## src/irt_pkg.sv

```systemverilog
`default_nettype none

package irt_pkg;

    // Depth of the step history, in minutes.
    localparam int WINDOW_MINUTES = 5;
    // Width of the history fill count, which must hold the depth itself.
    localparam int FILL_W = $clog2(WINDOW_MINUTES + 1);

    localparam int STEP_W  = 16;
    localparam int COUNT_W = 8;

    // Idle rules.
    localparam logic [STEP_W-1:0]  IDLE_STEP_LIMIT = 16'd13;
    localparam logic [COUNT_W-1:0] IDLE_COUNT_MAX  = 8'd245;

    // Wear detector states that count as worn.
    localparam logic [7:0] WEAR_WORN_BELOW = 8'd2;
    localparam logic [7:0] WEAR_WORN_ALT   = 8'd5;

    // Request commands.
    localparam logic CMD_TICK = 1'b0;
    localparam logic CMD_INIT = 1'b1;

    // Configuration register map.
    localparam int ADDR_W    = 5;
    localparam int REG_IDX_W = 3;
    localparam logic [REG_IDX_W-1:0] REG_ENABLE        = 3'd0;
    localparam logic [REG_IDX_W-1:0] REG_START_HOUR    = 3'd1;
    localparam logic [REG_IDX_W-1:0] REG_START_MINUTE  = 3'd2;
    localparam logic [REG_IDX_W-1:0] REG_END_HOUR      = 3'd3;
    localparam logic [REG_IDX_W-1:0] REG_END_MINUTE    = 3'd4;
    localparam logic [REG_IDX_W-1:0] REG_ALERT_MINUTES = 3'd5;

    // Register reset values.
    localparam logic [4:0] RST_START_HOUR    = 5'd8;
    localparam logic [5:0] RST_START_MINUTE  = 6'd0;
    localparam logic [4:0] RST_END_HOUR      = 5'd18;
    localparam logic [5:0] RST_END_MINUTE    = 6'd0;
    localparam logic [7:0] RST_ALERT_MINUTES = 8'd60;

    typedef struct packed {
        logic       enable;
        logic [4:0] start_hour;
        logic [5:0] start_minute;
        logic [4:0] end_hour;
        logic [5:0] end_minute;
        logic [7:0] alert_minutes;
    } t_cfg;

    typedef struct packed {
        logic        command;
        logic [31:0] total_steps;
        logic [4:0]  hour_now;
        logic [5:0]  minute_now;
        logic        signed_off;
        logic        sleeping;
        logic        power_ok;
        logic [7:0]  wear_state;
    } t_in_item;

    typedef struct packed {
        logic               alert;
        logic [COUNT_W-1:0] idle_count;
        logic [STEP_W-1:0]  recent_steps;
    } t_out_item;

endpackage

`default_nettype wire

```

## src/inactivity_reminder_timer.sv

```systemverilog
`default_nettype none

// Inactivity reminder timer: feed one request per minute (a tick, or an init that restarts
// the bookkeeping) and take one result per request. The block accepts a request in every
// cycle unless both registers are full and the output side stalls; a request waits in the
// input register, then the history update, the five-entry sum and the idle-count compare
// run in a single combinational pass into the result register. The result register and
// the input register together let a new request enter while a result still waits. Program
// the window, the threshold and the enable through the register port only while no request
// is in flight.
module inactivity_reminder_timer import irt_pkg::*; (
    input  logic              i_clk,
    input  logic              i_rst_n,
    input  logic              psel,
    input  logic              penable,
    input  logic              pwrite,
    input  logic [ADDR_W-1:0] paddr,
    input  logic [31:0]       pwdata,
    output logic [31:0]       prdata,
    output logic              pready,
    input  logic              i_in_valid,
    output logic              o_in_stall,
    input  t_in_item          i_in_data,
    output logic              o_out_valid,
    input  logic              i_out_stall,
    output t_out_item         o_out_data
);

    t_cfg                 r_cfg;
    logic [REG_IDX_W-1:0] reg_idx;
    logic                 cfg_write;

    logic      r_in_valid;
    t_in_item  r_in;
    logic      r_out_valid;
    t_out_item r_out;
    t_out_item core_result;
    logic      out_free;
    logic      core_fire;
    logic      in_accept;

    assign reg_idx   = paddr[ADDR_W-1:2];
    assign cfg_write = psel && penable && pwrite;
    assign pready    = 1'b1;

    // Configuration registers.
    always_ff @(posedge i_clk) begin
        if (!i_rst_n) begin
            r_cfg.enable        <= 1'b0;
            r_cfg.start_hour    <= RST_START_HOUR;
            r_cfg.start_minute  <= RST_START_MINUTE;
            r_cfg.end_hour      <= RST_END_HOUR;
            r_cfg.end_minute    <= RST_END_MINUTE;
            r_cfg.alert_minutes <= RST_ALERT_MINUTES;
        end else if (cfg_write) begin
            case (reg_idx)
                REG_ENABLE: begin
                    r_cfg.enable <= pwdata[0];
                end
                REG_START_HOUR: begin
                    r_cfg.start_hour <= pwdata[4:0];
                end
                REG_START_MINUTE: begin
                    r_cfg.start_minute <= pwdata[5:0];
                end
                REG_END_HOUR: begin
                    r_cfg.end_hour <= pwdata[4:0];
                end
                REG_END_MINUTE: begin
                    r_cfg.end_minute <= pwdata[5:0];
                end
                REG_ALERT_MINUTES: begin
                    r_cfg.alert_minutes <= pwdata[7:0];
                end
                default: begin
                end
            endcase
        end
    end

    // Register read-back.
    always_comb begin
        case (reg_idx)
            REG_ENABLE:        prdata = 32'(r_cfg.enable);
            REG_START_HOUR:    prdata = 32'(r_cfg.start_hour);
            REG_START_MINUTE:  prdata = 32'(r_cfg.start_minute);
            REG_END_HOUR:      prdata = 32'(r_cfg.end_hour);
            REG_END_MINUTE:    prdata = 32'(r_cfg.end_minute);
            REG_ALERT_MINUTES: prdata = 32'(r_cfg.alert_minutes);
            default:           prdata = '0;
        endcase
    end

    // Handshake: a request moves on when the result register is free or being drained.
    assign out_free   = !r_out_valid || !i_out_stall;
    assign core_fire  = r_in_valid && out_free;
    assign o_in_stall = r_in_valid && !out_free;
    assign in_accept  = i_in_valid && !o_in_stall;

    // Input register.
    always_ff @(posedge i_clk) begin
        if (!i_rst_n) begin
            r_in_valid <= 1'b0;
        end else if (in_accept) begin
            r_in_valid <= 1'b1;
        end else if (core_fire) begin
            r_in_valid <= 1'b0;
        end
    end

    always_ff @(posedge i_clk) begin
        if (in_accept) begin
            r_in <= i_in_data;
        end
    end

    irt_core u_core (
        .i_clk    (i_clk),
        .i_rst_n  (i_rst_n),
        .i_fire   (core_fire),
        .i_item   (r_in),
        .i_cfg    (r_cfg),
        .o_result (core_result)
    );

    // Result register.
    always_ff @(posedge i_clk) begin
        if (!i_rst_n) begin
            r_out_valid <= 1'b0;
        end else if (core_fire) begin
            r_out_valid <= 1'b1;
        end else if (!i_out_stall) begin
            r_out_valid <= 1'b0;
        end
    end

    always_ff @(posedge i_clk) begin
        if (core_fire) begin
            r_out <= core_result;
        end
    end

    assign o_out_valid = r_out_valid;
    assign o_out_data  = r_out;

endmodule

`default_nettype wire

```

## src/irt_core.sv

```systemverilog
`default_nettype none

module irt_core import irt_pkg::*; (
    input  logic      i_clk,
    input  logic      i_rst_n,
    input  logic      i_fire,
    input  t_in_item  i_item,
    input  t_cfg      i_cfg,
    output t_out_item o_result
);

    logic [STEP_W-1:0]  r_hist [WINDOW_MINUTES];
    logic [STEP_W-1:0]  n_hist [WINDOW_MINUTES];
    logic [FILL_W-1:0]  r_fill;
    logic [FILL_W-1:0]  n_fill;
    logic [STEP_W-1:0]  r_last_total;
    logic [STEP_W-1:0]  n_last_total;
    logic [COUNT_W-1:0] r_idle;
    logic [COUNT_W-1:0] n_idle;

    logic [STEP_W-1:0]  delta;
    logic [10:0]        now_key;
    logic               gates;
    logic               in_window;
    logic               qualify;
    logic               is_init;
    logic [STEP_W-1:0]  sum;
    logic [COUNT_W-1:0] idle_step;
    logic               alert;

    // Gating flags and the monitoring window, compared hour first.
    assign now_key   = {i_item.hour_now, i_item.minute_now};
    assign gates     = !i_item.signed_off && !i_item.sleeping && i_item.power_ok &&
                       ((i_item.wear_state < WEAR_WORN_BELOW) ||
                        (i_item.wear_state == WEAR_WORN_ALT)) && i_cfg.enable;
    assign in_window = (now_key >= {i_cfg.start_hour, i_cfg.start_minute}) &&
                       (now_key <= {i_cfg.end_hour, i_cfg.end_minute});
    assign is_init   = (i_item.command == CMD_INIT);
    assign qualify   = !is_init && gates && in_window;

    // Only the low half of the running total matters for a 16-bit delta.
    assign delta = i_item.total_steps[STEP_W-1:0] - r_last_total;

    // History update: cleared by an init; fill from the front, then shift toward the front.
    always_comb begin
        n_hist       = r_hist;
        n_fill       = r_fill;
        n_last_total = r_last_total;
        if (is_init) begin
            for (int i = 0; i < WINDOW_MINUTES; i++) begin
                n_hist[i] = '0;
            end
            n_fill       = '0;
            n_last_total = i_item.total_steps[STEP_W-1:0];
        end else if (qualify) begin
            if (r_fill < FILL_W'(WINDOW_MINUTES)) begin
                for (int i = 0; i < WINDOW_MINUTES; i++) begin
                    if (r_fill == FILL_W'(i)) begin
                        n_hist[i] = delta;
                    end
                end
                n_fill = r_fill + FILL_W'(1);
            end else begin
                for (int i = 0; i < WINDOW_MINUTES - 1; i++) begin
                    n_hist[i] = r_hist[i + 1];
                end
                n_hist[WINDOW_MINUTES-1] = delta;
            end
            n_last_total = i_item.total_steps[STEP_W-1:0];
        end
    end

    // Sum of the updated history, wrapping at 16 bits.
    always_comb begin
        sum = '0;
        for (int i = 0; i < WINDOW_MINUTES; i++) begin
            sum = sum + n_hist[i];
        end
    end

    // Idle counter with saturation and the alert at the threshold.
    assign idle_step = (r_idle < IDLE_COUNT_MAX) ? (r_idle + COUNT_W'(1)) : r_idle;

    always_comb begin
        n_idle = '0;
        alert  = 1'b0;
        if (qualify && (sum < IDLE_STEP_LIMIT)) begin
            if (idle_step >= i_cfg.alert_minutes) begin
                alert = 1'b1;
            end else begin
                n_idle = idle_step;
            end
        end
    end

    assign o_result.alert        = alert;
    assign o_result.idle_count   = n_idle;
    assign o_result.recent_steps = sum;

    // State registers advance once per processed request.
    always_ff @(posedge i_clk) begin
        if (!i_rst_n) begin
            for (int i = 0; i < WINDOW_MINUTES; i++) begin
                r_hist[i] <= '0;
            end
            r_fill       <= '0;
            r_last_total <= '0;
            r_idle       <= '0;
        end else if (i_fire) begin
            r_hist       <= n_hist;
            r_fill       <= n_fill;
            r_last_total <= n_last_total;
            r_idle       <= n_idle;
        end
    end

endmodule

`default_nettype wire

```

## config.mk

```make
export PLATFORM = sky130hd
export DESIGN_NAME = inactivity_reminder_timer
export DESIGN_NICKNAME = d
export VERILOG_FILES = /design/src/irt_pkg.sv /design/src/inactivity_reminder_timer.sv /design/src/irt_core.sv
export SDC_FILE = /design/constraint.sdc
export NUM_CORES = 1
export LEC_CHECK = 0
export BUFFER_PORTS_ARGS = -buffer_cell sky130_fd_sc_hd__buf_2
export CAP_MARGIN = 25
export CORE_MARGIN = 3
export CORE_UTILIZATION = 55
export CTS_BUF_LIST = sky130_fd_sc_hd__clkbuf_8
export DETAILED_ROUTE_END_ITERATION = 8
export PLACE_DENSITY = 0.82
export SLEW_MARGIN = 10
export SYNTH_ARGS = -nofsm -noshare
export SYNTH_HDL_FRONTEND = slang
export SYNTH_SLANG_ARGS = --single-unit
export TNS_END_PERCENT = 30
```

## constraint.sdc

```tcl
create_clock -name i_clk -period 7.6 [get_ports i_clk]
set_input_delay 1.52 -clock i_clk [delete_from_list [all_inputs] [get_ports i_clk]]
set_output_delay 1.52 -clock i_clk [all_outputs]
set_load 0.005 [all_outputs]
```

# Word level (Yosys, flattened, before mapping)
# Index checks and enable logic that the tools add are counted.
dict set report word_totals {
  in_bits 99
  register_bits 204
  output_inout_bits 60
}
dict set report op_classes {
  n_addsub 7
  magnitude_cmp 7
  muxes 22
  eq_ne 11
  reduce_logical 35
}
# operator n
set op_table {}
lappend op_table {{two-way mux 80 bit} 3}
lappend op_table {{two-way mux 16 bit} 7}
lappend op_table {{adder 16 bit} 4}
lappend op_table {{one-hot mux 8 bit (6 select lines)} 1}
lappend op_table {{two-way mux 8 bit} 3}
lappend op_table {{less-than comparator 16 x 4 -> 1 bit, second input constant} 1}
lappend op_table {{subtractor 16 bit} 1}
lappend op_table {{AND reduction 2 bit} 7}
lappend op_table {{logical AND 1 bit} 13}
lappend op_table {{== test 3 x 2 -> 1 bit, second input constant} 4}
lappend op_table {{greater-or-equal comparator 11 bit} 1}
lappend op_table {{less-or-equal comparator 11 bit} 1}
lappend op_table {{== test 3 bit, second input constant} 3}
lappend op_table {{two-way mux 3 bit} 3}
lappend op_table {{adder 8 x 1 -> 8 bit, second input constant} 1}
lappend op_table {{== test 8 x 3 -> 1 bit, second input constant} 1}
lappend op_table {{greater-or-equal comparator 8 bit} 1}
lappend op_table {{less-than comparator 8 x 2 -> 1 bit, second input constant} 1}
lappend op_table {{less-than comparator 8 bit, second input constant} 1}
lappend op_table {{logical NOT 1 bit} 7}
lappend op_table {{== test 3 x 1 -> 1 bit, second input constant} 2}
lappend op_table {{logical NOT 3 bit} 2}
lappend op_table {{nonzero test 2 bit} 3}
lappend op_table {{two-way mux 1 bit} 5}
lappend op_table {{other kinds (5)} 6}

# Logic depth before layout (Yosys ltp)
dict set report depth {
  depth_word 16
  ltp_mapped 31
  ltp_nobuf 31
}

# Hierarchy
# Synthesis repeated with hierarchy kept, for this count alone.
dict set report hier_totals {
  cells_unflattened 1519
  hier_area_um2 14019.7
}
# mod area_each_um2 cells_each n_inst seq_area_each_um2
set by_module_without_submodules {}
lappend by_module_without_submodules {irt_core 9858.2 1246 1 2142.1}
lappend by_module_without_submodules {inactivity_reminder_timer 4161.5 273 1 3062.9}

# Worst setup path after synthesis
# No wires, ideal clock.
dict set report synth_path {
  kind {register -> register}
  start {reg r_in[15] in the netlist's numbering}
  end {reg u_core.r_idle[1]}
  required_ps 7515
  setup_time_ps 85
  path_slack_ps 452
  stages_incl_launch_ff 29
  arrival_ps 7062
  path_cell_list {edfxtp_1 -> ha_1 -> a211oi_1 -> nand2_1 -> o221ai_1 -> a221o_1 -> nand3_1 -> a21oi_1 -> clkbuf_1 -> nand2_1 -> a21oi_1 -> fa_1 -> fa_1 -> inv_1 -> fa_1 -> inv_1 -> ha_1 -> nor2b_1 -> o21bai_1 -> a31oi_1 -> a41o_1 -> a31oi_1 -> xnor2_1 -> inv_1 -> or4_1 -> nor3_1 -> nor4b_1 -> nor2_4 -> o31ai_2}
}
# element line
set synth_rtl {}
lappend synth_rtl {{start, declared} inactivity_reminder_timer.sv:34} ;# t_in_item r_in;
lappend synth_rtl {{start signal, assigned} inactivity_reminder_timer.sv:113} ;# r_in <= i_in_data;
lappend synth_rtl {{end signal, assigned} irt_core.sv:113} ;# r_idle <= n_idle;
lappend synth_rtl {{end, declared} irt_core.sv:18} ;# logic [COUNT_W-1:0] r_idle;

==> reports/qor.txt <==
SYNTH
-------------------------------------------------------------------------------------------
YS warnings ..................................................................            0
Share of async-settable or async-resettable flops after synthesis ............           0%
Post-synth cell types ........................................................           71
Sequential cell area fraction in the yosys report ............................       35.98%
Simple logic cell fraction of the synthesized area ...........................       16.87%
Average size of a mapped cell ................................................    8.838 um2
Post-synth EDFFs .............................................................           64
Cell area after synthesis ....................................................  0.01313 mm2
Compound-gate portion of the synthesized area ................................       19.95%
Synth Area in XOR/XNOR .......................................................       2.934%
Dominant combinational cell family by area after synthesis ................... compound AO/OA/AOI/OAI gates
Adder-cell area share of the yosys netlist ...................................       13.34%
FF+latch count, synth ........................................................          204
Instance count of the mapped netlist .........................................        1,486
Multiplexer share of the synthesized area ....................................       3.516%
Main synth FF type ........................................................... sky130_fd_sc_hd__dfxtp_1

GRT
-------------------------------------------------------------------------------------------
Number of global-route vias before repair ....................................       10,480
Global-route wire length before repair .......................................     51.65 mm
Number of antenna violations at the first check in global routing ............            0
Global routing usage summed across all routing layers ........................       23.90%
Maximum number of pins on one net before global-route repair .................           90
GR Overflow Total ............................................................            0

ROUTE
-------------------------------------------------------------------------------------------
Detailed-routing wirelength on met1 ..........................................     14.05 mm
Met2 WL ......................................................................     14.09 mm
Count of unresolved DRC violations after routing .............................            0
Top layer in use .............................................................         met4
Number of design-rule violations left by the first detailed-router iteration .        1,097
Vias per std cell ............................................................        5.670
Number of optimization iterations in the first detailed-route pass ...........            6
Total vias in the final route ................................................       10,940
Antenna Nets Post-Route ......................................................            0
Routed WL ....................................................................     31.47 mm
Sum of met3 wire segment lengths after detailed routing ......................     2.762 mm
Routed length per instance ...................................................     16.31 um

TIMING
-------------------------------------------------------------------------------------------
Highest achievable clock rate ................................................    138.5 MHz
Final setup viols ............................................................            0
Slew at the pin closest to its max-slew limit ................................    0.9917 ns
Slew headroom ................................................................       33.89%
Final critical path time including I/O delays and setup ......................     7.221 ns
Number of endpoints with negative hold slack in the final report .............            0
Period utilisation layout ....................................................       95.02%
Final Skew ...................................................................   0.03081 ns
Sum of negative setup slack ..................................................         0 ns
Number of pins with negative max-slew slack in the final report ..............            0
Worst Hold Slack .............................................................    0.4640 ns

SETUP PATH
-------------------------------------------------------------------------------------------
Endpoint of the most critical register-to-register path ...................... u_core.r_idle[5]$_SDFFE_PN0P_
Worst endpoint required time .................................................      8.04 ns
Data arrival time of the critical path .......................................      7.66 ns
Crit start category ..........................................................         flop
Highest fanout seen on the critical path .....................................            7
Cell count of the worst reg-to-reg path ......................................           32
Critical Path End ............................................................ u_core.r_idle[5]$_SDFFE_PN0P_
Reg2Reg Setup Slack ..........................................................      0.38 ns
Timing startpoint of the critical path ....................................... r_in[22]$_DFFE_PP_
Max stage delay cell, worst path ............................................. sky130_fd_sc_hd__fa_1
Largest stage delay on the critical path .....................................      0.55 ns
Worst Path Class, Setup ...................................................... flop to flop
Origin of the critical flop-to-flop path ..................................... r_in[22]$_DFFE_PP_
Crit end category ............................................................         flop
Most frequent cell on the critical path ...................................... sky130_fd_sc_hd__inv_1

CELLS AND AREA
-------------------------------------------------------------------------------------------
Area delta synth->final ......................................................       12.42%
Most common cell after layout, fill and taps aside ........................... sky130_fd_sc_hd__nand2_1
Antenna cell count ...........................................................            0
Final layout net count .......................................................        1,801
Top library cells by usage in the layout, fill and taps aside ................ 205 x sky130_fd_sc_hd__nand2_1, 137 x sky130_fd_sc_hd__dfxtp_1, 131 x sky130_fd_sc_hd__inv_1
Filler cell count in the final layout ........................................        1,887
Layout cell share with drive strength beyond 1 ...............................       14.97%
Finished Cell Area ...........................................................  0.01476 mm2

CLOCK NETWORK
-------------------------------------------------------------------------------------------
Clock-pin slew of the registers on the worst-case setup and hold paths .......      0.06 ns
Clock latency at the later pin of the worst-skew pair ........................      0.54 ns
Root Driver .................................................................. sky130_fd_sc_hd__clkbuf_8
Number of hold buffers added after CTS .......................................            0
TritonCTS clock tree .........................................................         done
Number of buffers inserted during clock tree synthesis .......................           36
H-tree lvl count .............................................................            2
Sink count of the clock tree .................................................          204
CTS Buffer Depth .............................................................            3

PLACE
-------------------------------------------------------------------------------------------
GP Congestion ................................................................       0.9121
Port Buf Inserts .............................................................           91
Placed cell area .............................................................  0.01389 mm2
Post-DP HPWL .................................................................     21.90 mm

FLOORPLAN
-------------------------------------------------------------------------------------------
Effective utilization at floorplan ...........................................       56.97%
Num ports ....................................................................          159
Core Footprint ...............................................................  0.02305 mm2
Area enclosed by the die boundary ............................................  0.02577 mm2
Cell row count ...............................................................           55
Vertical extent of the die ...................................................     160.5 um
Die boundary width ...........................................................     160.5 um

FLOW RUN
-------------------------------------------------------------------------------------------
Max-capacitance violation count ..............................................            0

POWER AND IR DROP
-------------------------------------------------------------------------------------------
Pleak ........................................................................     5.896 nW
Max VDD drop .................................................................     147.8 uV
Pwr Total ....................................................................     2.381 mW
Power per cell area .......................................................... 161.3 mW/mm2

MIN PATH
-------------------------------------------------------------------------------------------
Kind of path behind the tightest hold check .................................. flop to flop
Worst Hold Path Cells ........................................................            2

RUN STATUS
-------------------------------------------------------------------------------------------
Outcome ...................................................................... finished, final reports clean

==> routing by layer <==
layer / up-vias / GRT usage (%)
met1: 5120 / 34.60
li1: 5292 / -
met4: 0 / 6.193
met3: 53 / 3.998
met5: - / 0
met2: 479 / 37.34
==> cell type report <==
class / instances / area (um2) / share of cell area (%)
sequential: 204 / 4728 / 32.03
multi-input combinational: 1085 / 7646 / 51.79
inverter: 121 / 454.2 / 3.076
tap: 313 / 391.6 / 2.653
clock inverter: 23 / 98.84 / 0.6695
clock buffer: 43 / 591.8 / 4.008
timing repair buffer: 141 / 853.3 / 5.780
==> where the power goes <==
group	total [mW]	switching [mW]	internal [mW]
Sequential	1.16	0.0116	1.15
Clock	0.975	0.461	0.514
Combinational	0.247	0.155	0.0922
Total	2.38	0.627	1.75
==> worst max-delay path: cells and delay by family, from the launching register on <==
family | cells | cell delay [ns]
XOR/XNOR | 2 | 0.44
adder cells (fa/ha/maj) | 6 | 2.42
flip-flops | 1 | 0.39
buffers and inverters | 7 | 0.68
AND/OR/NAND/NOR | 5 | 1.05
AO/OA/AOI/OAI | 12 | 2.14
==> through the flow <==
stage / cells / worst slack, ns / util (%)
after floorplan: 1509 / 0.4521 / -
after global placement: 1855 / 0.08134 / 60.20
after detailed placement: 1856 / -0.08326 / 60.23
after CTS: 1922 / 0.06853 / 63.24
after global routing: 1930 / -0.008346 / 64.04
final: 1930 / 0.3788 / 64.04
==> repair_timing <==
item | in CTS | in global routing
setup buffers | 0 | 7
setup endpoints to repair | 7 | 9
gates resized for setup | 1 | 24
hold endpoints to repair | 0 | 0
pin swaps | 0 | 7
==> synth_stat cells (5+ instances only) <==
master	instances	share of area (%)
sky130_fd_sc_hd__nand2_1	206	5.9
sky130_fd_sc_hd__dfxtp_1	140	21
sky130_fd_sc_hd__inv_1	120	3.4
sky130_fd_sc_hd__nor2_1	93	2.7
sky130_fd_sc_hd__a21oi_1	92	3.5
sky130_fd_sc_hd__ha_1	68	6.5
sky130_fd_sc_hd__nor2b_1	67	3.2
sky130_fd_sc_hd__edfxtp_1	64	15
sky130_fd_sc_hd__a21boi_0	57	3.3
sky130_fd_sc_hd__clkbuf_1	55	1.6
sky130_fd_sc_hd__o21ai_0	55	2.1
sky130_fd_sc_hd__fa_1	45	6.9
sky130_fd_sc_hd__mux2i_1	45	3.4
sky130_fd_sc_hd__a22oi_1	32	1.8
sky130_fd_sc_hd__o22ai_1	32	1.5
sky130_fd_sc_hd__buf_4	28	1.6
sky130_fd_sc_hd__xnor2_1	22	1.5
sky130_fd_sc_hd__nand3_1	21	0.80
sky130_fd_sc_hd__nor3_1	17	0.65
sky130_fd_sc_hd__xor2_1	17	1.1
sky130_fd_sc_hd__a211oi_1	16	0.91
sky130_fd_sc_hd__o21a_1	16	0.91
sky130_fd_sc_hd__a21o_1	15	0.86
sky130_fd_sc_hd__and2_1	13	0.62
sky130_fd_sc_hd__nand2b_1	12	0.57
sky130_fd_sc_hd__o211ai_1	12	0.69
sky130_fd_sc_hd__buf_1	11	0.31
sky130_fd_sc_hd__o21bai_1	11	0.63
sky130_fd_sc_hd__and3_1	9	0.43
sky130_fd_sc_hd__nand4_1	8	0.38
sky130_fd_sc_hd__a22o_1	7	0.47
sky130_fd_sc_hd__o31ai_2	7	0.67
sky130_fd_sc_hd__a211o_1	5	0.33
==> worst min path at each step <==
stage	start	end	slack [ns]
finish	u_core.r_last_total[9]$_SDFFE_PN0P_	u_core.r_last_total[9]$_SDFFE_PN0P_	0.46
global route	u_core.r_last_total[1]$_SDFFE_PN0P_	u_core.r_last_total[1]$_SDFFE_PN0P_	0.48
CTS	u_core.r_last_total[1]$_SDFFE_PN0P_	u_core.r_last_total[1]$_SDFFE_PN0P_	0.47
detailed placement	u_core.r_last_total[1]$_SDFFE_PN0P_	u_core.r_last_total[1]$_SDFFE_PN0P_	0.46
global placement	u_core.r_last_total[6]$_SDFFE_PN0P_	u_core.r_last_total[6]$_SDFFE_PN0P_	0.45
floorplan	u_core.r_hist[76]$_SDFFE_PN0P_	u_core.r_hist[76]$_SDFFE_PN0P_	0.44
==> flip-flops by register name (all words and copies together), names as in the netlist <==
name / cells
r_cfg: 31
u_core.r_idle: 8
o_out_data: 25
r_in_valid: 1
r_in: 39
o_out_valid: 1
u_core.r_last_total: 16
u_core.r_fill: 3
u_core.r_hist: 80
==> cells by family (layout without fill, tap and decap cells) <==
family,Yosys count,count (layout)
AND/OR/NAND/NOR,473,473
AO/OA/AOI/OAI,387,387
flip-flops,204,204
buffers and inverters,220,328
other,2,25
adder cells (fa/ha/maj),113,113
XOR/XNOR,41,41
multiplexers,46,46
Note: power is estimated with default switching activity, not from simulation.
